<file path="config.mk">
export PLATFORM = sky130hd
export DESIGN_NAME = hpc_ctrl
export DESIGN_NICKNAME = d
export VERILOG_FILES = /design/src/hdl/hpc_pkg.sv /design/src/hdl/hpc_ctrl.sv
export SDC_FILE = /design/constraint.sdc
export NUM_CORES = 1
export LEC_CHECK = 0
export BUFFER_PORTS_ARGS = -buffer_cell sky130_fd_sc_hd__buf_2
export CORE_MARGIN = 2
export CORE_UTILIZATION = 35
export CTS_BUF_LIST = sky130_fd_sc_hd__clkbuf_2 sky130_fd_sc_hd__clkbuf_4 sky130_fd_sc_hd__clkbuf_8
export CTS_CLUSTER_SIZE = 8
export DETAILED_ROUTE_END_ITERATION = 8
export GPL_TIMING_DRIVEN = 0
export PLACE_DENSITY_LB_ADDON = 0.2
export RECOVER_POWER = 25
export SLEW_MARGIN = 20
export SYNTH_ARGS = -nofsm -noshare
export SYNTH_HDL_FRONTEND = slang
export SYNTH_SLANG_ARGS = --single-unit
</file>
<file path="constraint.sdc">
create_clock -name clk_i -period 2.2 [get_ports clk_i]
set_clock_uncertainty 0.2 [all_clocks]
set_input_delay 0.11 -clock clk_i [delete_from_list [all_inputs] [get_ports clk_i]]
set_output_delay 0.11 -clock clk_i [all_outputs]
set_load 0.05 [all_outputs]
</file>
<file path="src/hdl/hpc_pkg.sv">
// Shared constants, codes and controller/datapath interface types of the hashed probe cache.
package hpc_pkg;

  // Slot count must be a power of two: the home slot is the low hash bits.
  localparam int CACHE_SLOTS  = 64;
  localparam int PROBE_WINDOW = 8;
  localparam int TEXT_BYTES   = 64;
  localparam int HEADER_BYTES = 24;
  localparam int KEY_ROOM     = HEADER_BYTES + TEXT_BYTES;
  localparam int KEY_LIMIT    = KEY_ROOM - 1;

  localparam int SLOT_W = $clog2(CACHE_SLOTS);
  localparam int LEN_W  = $clog2(KEY_ROOM);
  localparam int PR_W   = $clog2(PROBE_WINDOW + 1);
  localparam int KB_AW  = $clog2(CACHE_SLOTS * KEY_ROOM);
  localparam int META_W = 32 + LEN_W;
  localparam int PAY_W  = 63;
  localparam int OUT_SLOT_W = 6;

  localparam logic [31:0] FNV_BASIS = 32'd2166136261;
  localparam logic [31:0] FNV_PRIME = 32'd16777619;

  typedef enum logic [1:0] {
    ACT_KEY   = 2'd0,
    ACT_FIND  = 2'd1,
    ACT_CLAIM = 2'd2,
    ACT_SET   = 2'd3
  } action_e;

  typedef enum logic [1:0] {
    KIND_FIND  = 2'd0,
    KIND_CLAIM = 2'd1,
    KIND_ERR   = 2'd2
  } kind_e;

  typedef struct packed {
    logic  key_load;
    logic  set_load;
    logic  op_start;
    kind_e kind;
    logic  advance;
    logic  j_clear;
    logic  j_inc;
    logic  hit_take;
    logic  lru_init;
    logic  lru_step;
    logic  ev_check;
    logic  claim_write;
    logic  copy_step;
    logic  res_load;
  } cmd_t;

  typedef struct packed {
    logic ovf;
    logic used_cur;
    logic probe_end;
    logic lru_last;
    logic meta_match;
    logic j_end;
    logic byte_eq;
    logic copy_done;
    logic out_free;
  } sts_t;

endpackage

</file>
<file path="src/hdl/hpc_ctrl.sv">
// Controller state machine: sequences key loads, payload sets, probe walks and key copies.
module hpc_ctrl (
  input  logic          clk_i,
  input  logic          rst_ni,
  input  logic          in_valid_i,
  input  logic [1:0]    action_i,
  output logic          in_ready_o,
  input  hpc_pkg::sts_t sts_i,
  output hpc_pkg::cmd_t cmd_o
);

  typedef enum logic [12:0] {
    S_IDLE  = 13'b0000000000001,
    S_FIND  = 13'b0000000000010,
    S_FMETA = 13'b0000000000100,
    S_CRD   = 13'b0000000001000,
    S_CCHK  = 13'b0000000010000,
    S_FREE  = 13'b0000000100000,
    S_LRUA  = 13'b0000001000000,
    S_LRUB  = 13'b0000010000000,
    S_EVA   = 13'b0000100000000,
    S_EVB   = 13'b0001000000000,
    S_WRITE = 13'b0010000000000,
    S_COPY  = 13'b0100000000000,
    S_RESP  = 13'b1000000000000
  } state_e;

  state_e state_q, state_d;

  always_comb begin
    state_d    = state_q;
    cmd_o      = '0;
    cmd_o.kind = hpc_pkg::KIND_FIND;
    in_ready_o = 1'b0;
    case (state_q)
      S_IDLE: begin
        in_ready_o = 1'b1;
        if (in_valid_i) begin
          case (hpc_pkg::action_e'(action_i))
            hpc_pkg::ACT_KEY: cmd_o.key_load = 1'b1;
            hpc_pkg::ACT_SET: cmd_o.set_load = 1'b1;
            hpc_pkg::ACT_FIND: begin
              cmd_o.op_start = 1'b1;
              cmd_o.kind     = sts_i.ovf ? hpc_pkg::KIND_ERR : hpc_pkg::KIND_FIND;
              state_d        = sts_i.ovf ? S_RESP : S_FIND;
            end
            hpc_pkg::ACT_CLAIM: begin
              cmd_o.op_start = 1'b1;
              cmd_o.kind     = sts_i.ovf ? hpc_pkg::KIND_ERR : hpc_pkg::KIND_CLAIM;
              state_d        = sts_i.ovf ? S_RESP : S_FREE;
            end
            default: state_d = S_IDLE;
          endcase
        end
      end
      S_FIND: begin
        // The walk ends at the window's end or at the first unused slot.
        state_d = (sts_i.probe_end || !sts_i.used_cur) ? S_RESP : S_FMETA;
      end
      S_FMETA: begin
        if (sts_i.meta_match) begin
          cmd_o.j_clear = 1'b1;
          state_d       = S_CRD;
        end else begin
          cmd_o.advance = 1'b1;
          state_d       = S_FIND;
        end
      end
      S_CRD: begin
        if (sts_i.j_end) begin
          cmd_o.hit_take = 1'b1;
          state_d        = S_RESP;
        end else begin
          state_d = S_CCHK;
        end
      end
      S_CCHK: begin
        if (sts_i.byte_eq) begin
          cmd_o.j_inc = 1'b1;
          state_d     = S_CRD;
        end else begin
          cmd_o.advance = 1'b1;
          state_d       = S_FIND;
        end
      end
      S_FREE: begin
        if (sts_i.probe_end) begin
          cmd_o.lru_init = 1'b1;
          state_d        = S_LRUA;
        end else if (!sts_i.used_cur) begin
          state_d = S_WRITE;
        end else begin
          cmd_o.advance = 1'b1;
        end
      end
      S_LRUA: state_d = S_LRUB;
      S_LRUB: begin
        cmd_o.lru_step = 1'b1;
        state_d        = sts_i.lru_last ? S_EVA : S_LRUA;
      end
      S_EVA: state_d = S_EVB;
      S_EVB: begin
        cmd_o.ev_check = 1'b1;
        state_d        = S_WRITE;
      end
      S_WRITE: begin
        cmd_o.claim_write = 1'b1;
        state_d           = S_COPY;
      end
      S_COPY: begin
        if (sts_i.copy_done) begin
          state_d = S_RESP;
        end else begin
          cmd_o.copy_step = 1'b1;
        end
      end
      S_RESP: begin
        if (sts_i.out_free) begin
          cmd_o.res_load = 1'b1;
          state_d        = S_IDLE;
        end
      end
      default: state_d = S_IDLE;
    endcase
  end

  always_ff @(posedge clk_i or negedge rst_ni) begin
    if (!rst_ni) begin
      state_q <= S_IDLE;
    end else begin
      state_q <= state_d;
    end
  end

endmodule

</file>
==> flow_summary.yaml, run 1 <==
power_and_ir_drop:
  switchingPower_mw: 0.607
  pwr-share-comb_pct: 69.6
  p_sw_share_pct: 39.3
  p_int_mw: 0.938
  cellPowerDensity_mw_per_mm2: 814
  p_leak_nw: 0.888
  clkPwrFrac_pct: 11.1
  ir_worst_vdd_mv: 0.795
  pwr-share-seq_pct: 19.3
sta:
  period_minus_slack_ns: 2.71
  maxSlewViolCount: 0
  fin_ws_ns: -0.506
  rsz0062_at_grt: "yes"
  hold_slack_ns: 0.0206
  setup_viol: 23
  hold_viol_final: 0
  period_share_pct: 123
  slew_headroom_pct: 49.2
  fmax_mhz: 370
  max_slew.worst_pin.slew_ns: 0.762
final_layout:
  fill_cells: 210
  largest_reg_flops: 13
  syn2layout_area_growth_pct: 80.4
  register_area_um2: 333
  n_antenna_cell: 0
  multi_input_area_um2: 843
  reg_top3: "state_q x13"
  final_core_util_pct: 67.7
  layout.nets: 199
  final_layout_size_suffix_gt1_share_pct: 60.6
  top_register: "state_q"
run:
  cap_violations: 0
synthesis:
  async_reset_ff_share_pct: 100
  synth_top_area_share_pct: 28.5
  synth_seq_area_share_pct: 31.0
  syn_area_mm2: 0.00105
  synth_flop_cell: "dfrtp_1"
  ys_warn_count: 0
  synth_common_cells: "12 x dfrtp_1, 9 x nor2_1, 9 x nor4_1"
  avgSynthCellArea_um2: 8.99
  syn-num-nets: 135
  synth_top_area_cell: "dfrtp_1"
  synth_cells: 117
  synth_seq_cells: 13
  synth_area_leaders: "dfrtp_1 29%, nor4_1 5.4%, ha_1 4.8%, nor4b_1 4.2%, nor2_1 3.2%"
  synth_cell_type_count: 45
  yosysMostFrequentCell: "dfrtp_1"
  synth-edff-count: 0
critical_path:
  cp.arrival_ns: 2.40
  path_cells: "buf_8 > or4b_4 > nor4_4 > nand3_2 > nor3b_4 > buf_6"
  required_ns: 1.89
  start_kind: "flop"
  worstRegToRegCells: 9
  critPathMaxStageDelay_ns: 0.55
  timing.critical_path.buf_inv: 2
  critical-path-top-delay-family: "simple AND/OR/NAND/NOR gates"
  end_kind: "primary output"
  worst-path-max-fanout: 4
  cp.depth: 6
  cpMaxStageDelayCell: "dfstp_2"
  crit_type: "reg2out"
cts:
  cts_max_path_buffers: 2
  cts_max_level: 1
  cts_made_buffers: 3
  clockRootBuffer: "clkbuf_4"
  clk_latency_ns: 0.29
  numClockSinks: 13
  clk_pin_slew_ns: 0.09
  cts_tree: "yes"
routing:
  avgRoutedWirePerCell_um: 16.9
  first_pass_iters: 8
  ant_nets: 0
  avgViaCountPerCell: 5.85
  wirelength_mm: 3.57
  drc: 1
  drt_iter0_drc: 43
  vias: 1234
die:
  rows: 19
  core_area_mm2: 0.00281
  io_pins: 30
  die_h_um: 58.8
  die_area_mm2: 0.00346
  start_util_pct: 37.5
  fp.dieW_um: 58.8
placement:
  portBuffers: 29
  dpl.hpwl_mm: 2.06
  gp_congestion: 0.795
outcome:
  violations: "design-rule violations, negative setup slack"
  outcome: "finished with violations"
global_routing:
  grtUsageTotal_pct: 20.7
  grt_max_degree: 14
  antenna_found_initial: 0
  first_global_vias: 1158
  overflow: 0
  grt_pass1_wl_mm: 5.42
hold_path:
  worstHoldPathCells: 3
  holdCritPathClass: "in2reg"
## worst paths after layout
kind / start / end / slack, ns
hold / removal: sts_i[8] / state_q[12] / 0.02
hold reg to reg: state_q[10] / state_q[9] / 0.35
setup / recovery: state_q[0] / cmd_o[10] / -0.51
max in group asynchronous: rst_ni / state_q[5] / 1.08
setup reg to reg: state_q[0] / state_q[1] / -0.27
min in group asynchronous: rst_ni / state_q[8] / 0.20
## cells by family (layout without fill, tap and decap cells)
kind of cell	after synthesis	in the layout	synth area share, %
compound gates	13	13	8.44
xor+xnor	4	4	3.33
fa+ha+maj	4	4	4.76
buf+inv	16	79	6.42
flops	13	13	31.0
simple gates	67	67	46.0
## power by group through the flow
stage / logic [mW] / registers (mW) / clock network, mW
after CTS: 0.819 / 0.279 / 0.169
final: 1.08 / 0.298 / 0.171
after detailed placement: 0.602 / 0.282 / 0
after global placement: 0.593 / 0.281 / 0
after global routing: 1.13 / 0.302 / 0.197
after floorplan: 0.485 / 0.280 / 0
## layout make-up
cell class                 instances  area share, %
multi-input combinational         88           44.4
inverter                           8           1.71
timing repair buffer              65           31.5
buffer                             2           1.19
sequential                        13           17.5
clock buffer                       4           1.58
tap                               31           2.04
## what timing repair did
action                     4_1_cts  5_1_grt
buffers inserted                15       16
pin swaps                        8       22
hold buffers                     6        0
gates resized for setup         45       39
setup endpoints to repair       22       24
hold endpoints to repair        18        0
## through the flow
| stage | instances | total power [mW] | TNS, ns | setup WS [ns] | instance area (µm²) |
|---|---|---|---|---|---|
| 2_1_floorplan | 117 | 0.765 | -4.71 | -0.887 | 1130 |
| 3_3_place_gp | 177 | 0.874 | -2.84 | -0.326 | 1320 |
| 3_5_place_dp | 177 | 0.884 | -3.10 | -0.339 | 1320 |
| 4_1_cts | 200 | 1.27 | -6.04 | -0.475 | 1670 |
| 5_1_grt | 211 | 1.63 | -8.70 | -0.629 | 1900 |
| 6_report | 211 | 1.54 | -6.71 | -0.506 | 1900 |
## metal layers
metal	vias up	wire, µm	GRT usage [%]	part of all wire [%]
met2	51	1920	36.2	54
met1	606	1360	25.8	38
met4	0	82	8.44	2.3
li1	568	-	-	-
met3	9	212	2.42	5.9
met5	-	0	0	0
## tightest hold or removal path, stage by stage
cell      delay, ns
buf_2          0.15
a221oi_1       0.10
o21bai_1       0.11
## cells in the final DEF, fill, tap and decap left out, drive strengths merged, types with 5 or more instances in the layout
master / netlist / final
or4: 5 / 5
or2: 5 / 5
nor4b: 5 / 5
clkbuf: 4 / 6
dlygate4sd3: 0 / 6
inv: 8 / 8
nor2: 9 / 9
nor4: 10 / 10
dfrtp: 12 / 12
nor3: 7 / 7
buf: 4 / 59
Note: power is estimated with default switching activity, not from simulation.
==> run 2: changes to the inputs <==
- ABC_CLOCK_PERIOD_IN_PS: default -> 2200
- CORE_MARGIN: 2 -> 5
==> run 2 against run 1 <==
The flow finishes with violations (negative setup slack). Sequential power is 1% lower. Clock power hardly changed. Fmax is 3.6% higher. Global-route usage is 2.7 points lower. Worst hold slack better by 0.017 ns. First-iteration DRC count is 4.7% higher. Critical path type unchanged. Critical endpoint unchanged. Largest cell class unchanged. Largest power group unchanged.
==> flow_summary.yaml, run 2 (synthesis results as in run 1) <==
final_layout:
  layout.nets: 205
  n_antenna_cell: 0
  mostFrequentLayoutCell: "buf_4"
  final_cell_mix: "31 x buf_4, 12 x buf_2, 12 x buf_6"
  largest_reg_flops: 13
  syn2layout_area_growth_pct: 84.1
  reg_top3: "state_q x13"
  top_register: "state_q"
  final_layout_size_suffix_gt1_share_pct: 62.4
  final_cell_area_mm2: 0.00194
power_and_ir_drop:
  pwr-share-comb_pct: 66.9
  p_leak_nw: 0.925
  power_mw: 1.41
  cellPowerDensity_mw_per_mm2: 728
  ir_worst_vdd_mv: 0.522
  switchingPower_mw: 0.590
  p_sw_share_pct: 41.8
  p_int_mw: 0.820
  pwr-share-seq_pct: 20.8
  clkPwrFrac_pct: 12.3
hold_path:
  worstHoldPathCells: 3
  holdCritPathClass: "in2reg"
  min_to: "state_q[1]"
  min_from: "sts_i[8]"
outcome:
  violations: "negative setup slack"
  outcome: "finished with violations"
critical_path:
  required_ns: 1.89
  crit_type: "reg2out"
  startpoint: "state_q[5]"
  start_kind: "flop"
  worstRegToRegCells: 8
  cp.arrival_ns: 2.30
  r2r-end: "state_q[1]"
  worst-path-max-fanout: 4
  r2r_slack_ns: -0.14
  end_kind: "primary output"
  r2r_start: "state_q[5]"
sta:
  max_slew.worst_pin.slew_ns: 0.756
  setup_viol: 19
  period_share_pct: 119
  rsz0062_at_grt: "yes"
  fin_ws_ns: -0.412
  maxSlewViolCount: 0
  finalSetupTns_ns: -3.95
  slew_headroom_pct: 49.6
  hold_viol_final: 0
  fmax_mhz: 383
  period_minus_slack_ns: 2.61
placement:
  dpl.hpwl_mm: 2.10
  portBuffers: 29
  gp_congestion: 0.747
  post_dp_cell_area_mm2: 0.00132
  pre_cts_slack_ns: -0.368
global_routing:
  grt_max_degree: 14
  grtUsageTotal_pct: 18.1
  first_global_vias: 1263
  antenna_found_initial: 0
  overflow: 0
  grt_pass1_wl_mm: 5.99
die:
  io_pins: 30
  rows: 19
  die_h_um: 64.8
  die_area_mm2: 0.00420
  start_util_pct: 37.2
  fp.dieW_um: 64.8
  core_area_mm2: 0.00283
run:
  cap_violations: 0
cts:
  clockRootBuffer: "clkbuf_4"
  cts_made_buffers: 3
  cts_max_path_buffers: 2
  cts_max_level: 1
  clk_latency_ns: 0.28
  clk_pin_slew_ns: 0.09
  numClockSinks: 13
  cts_tree: "yes"
routing:
  first_pass_iters: 4
  drc: 0
  drt_iter0_drc: 45
  avgViaCountPerCell: 5.73
  avgRoutedWirePerCell_um: 17.0
  wirelength_mm: 3.68
  vias: 1244
  ant_nets: 0
[run 2: cell count changes in the layout (fill, tap and decap cells not counted), sizes merged]
| cell | before | now |
|---|---|---|
| buf | 59 | 66 |
| clkbuf | 6 | 5 |
[run 2: power groups by stage]
stage	combinational [mW]	sequential [mW]	clock (mW)
final	0.943	0.294	0.173
after global placement	0.593	0.281	0
after global routing	0.994	0.296	0.184
after floorplan	0.485	0.280	0
after CTS	0.803	0.290	0.169
after detailed placement	0.605	0.283	0
[run 2: timing repair]
action | CTS | global route
endpoints found under the setup margin | 22 | 22
hold endpoints to repair | 18 | 0
setup buffers | 22 | 14
pin swaps | 19 | 12
gates resized for setup | 68 | 15
gates cloned | 0 | 0
hold buffers | 6 | 0
[run 2: routing by layer]
layer / GRT usage (%) / vias up / part of all wire, %
li1: - / 578 / -
met1: 22.2 / 589 / 42
met2: 31.3 / 66 / 49
met3: 2.25 / 11 / 5.9
met4: 8.44 / 0 / 2.9
met5: 0 / - / 0
[run 2: worst max-delay path by stage]
stage / endpoint / slack (ns) / cells after the start
after floorplan: state_q[5] / -0.89 / 6
after detailed placement: cmd_o[9] / -0.37 / 6
after CTS: cmd_o[10] / -0.41 / 6
after global routing: cmd_o[10] / -0.50 / 5
after global placement: cmd_o[9] / -0.33 / 6
final: cmd_o[10] / -0.41 / 5
[run 2: cell type report]
| class | instances | area, µm² |
|---|---|---|
| buffer | 2 | 22.5 |
| clock buffer | 4 | 30.0 |
| fill | 210 | 892 |
| inverter | 8 | 32.5 |
| multi-input combinational | 88 | 842 |
| sequential | 13 | 337 |
| tap | 31 | 38.8 |
| timing repair buffer | 71 | 634 |
[run 2: worst max-delay path, cell delays in order (launching register included)]
cell,delay (ns)
dfrtp_2,0.45
or4_4,0.59
nor4_4,0.38
nand3_2,0.17
nor3b_4,0.25
buf_6,0.18
[run 2: metrics by stage]
step	util [%]	hold slack [ns]	instances
4_1_cts	63.6	0.0322	205
2_1_floorplan	-	-0.386	117
3_5_place_dp	46.6	-0.175	177
5_1_grt	68.5	0.0602	217
3_3_place_gp	46.6	-0.181	177
6_report	68.5	0.0377	217
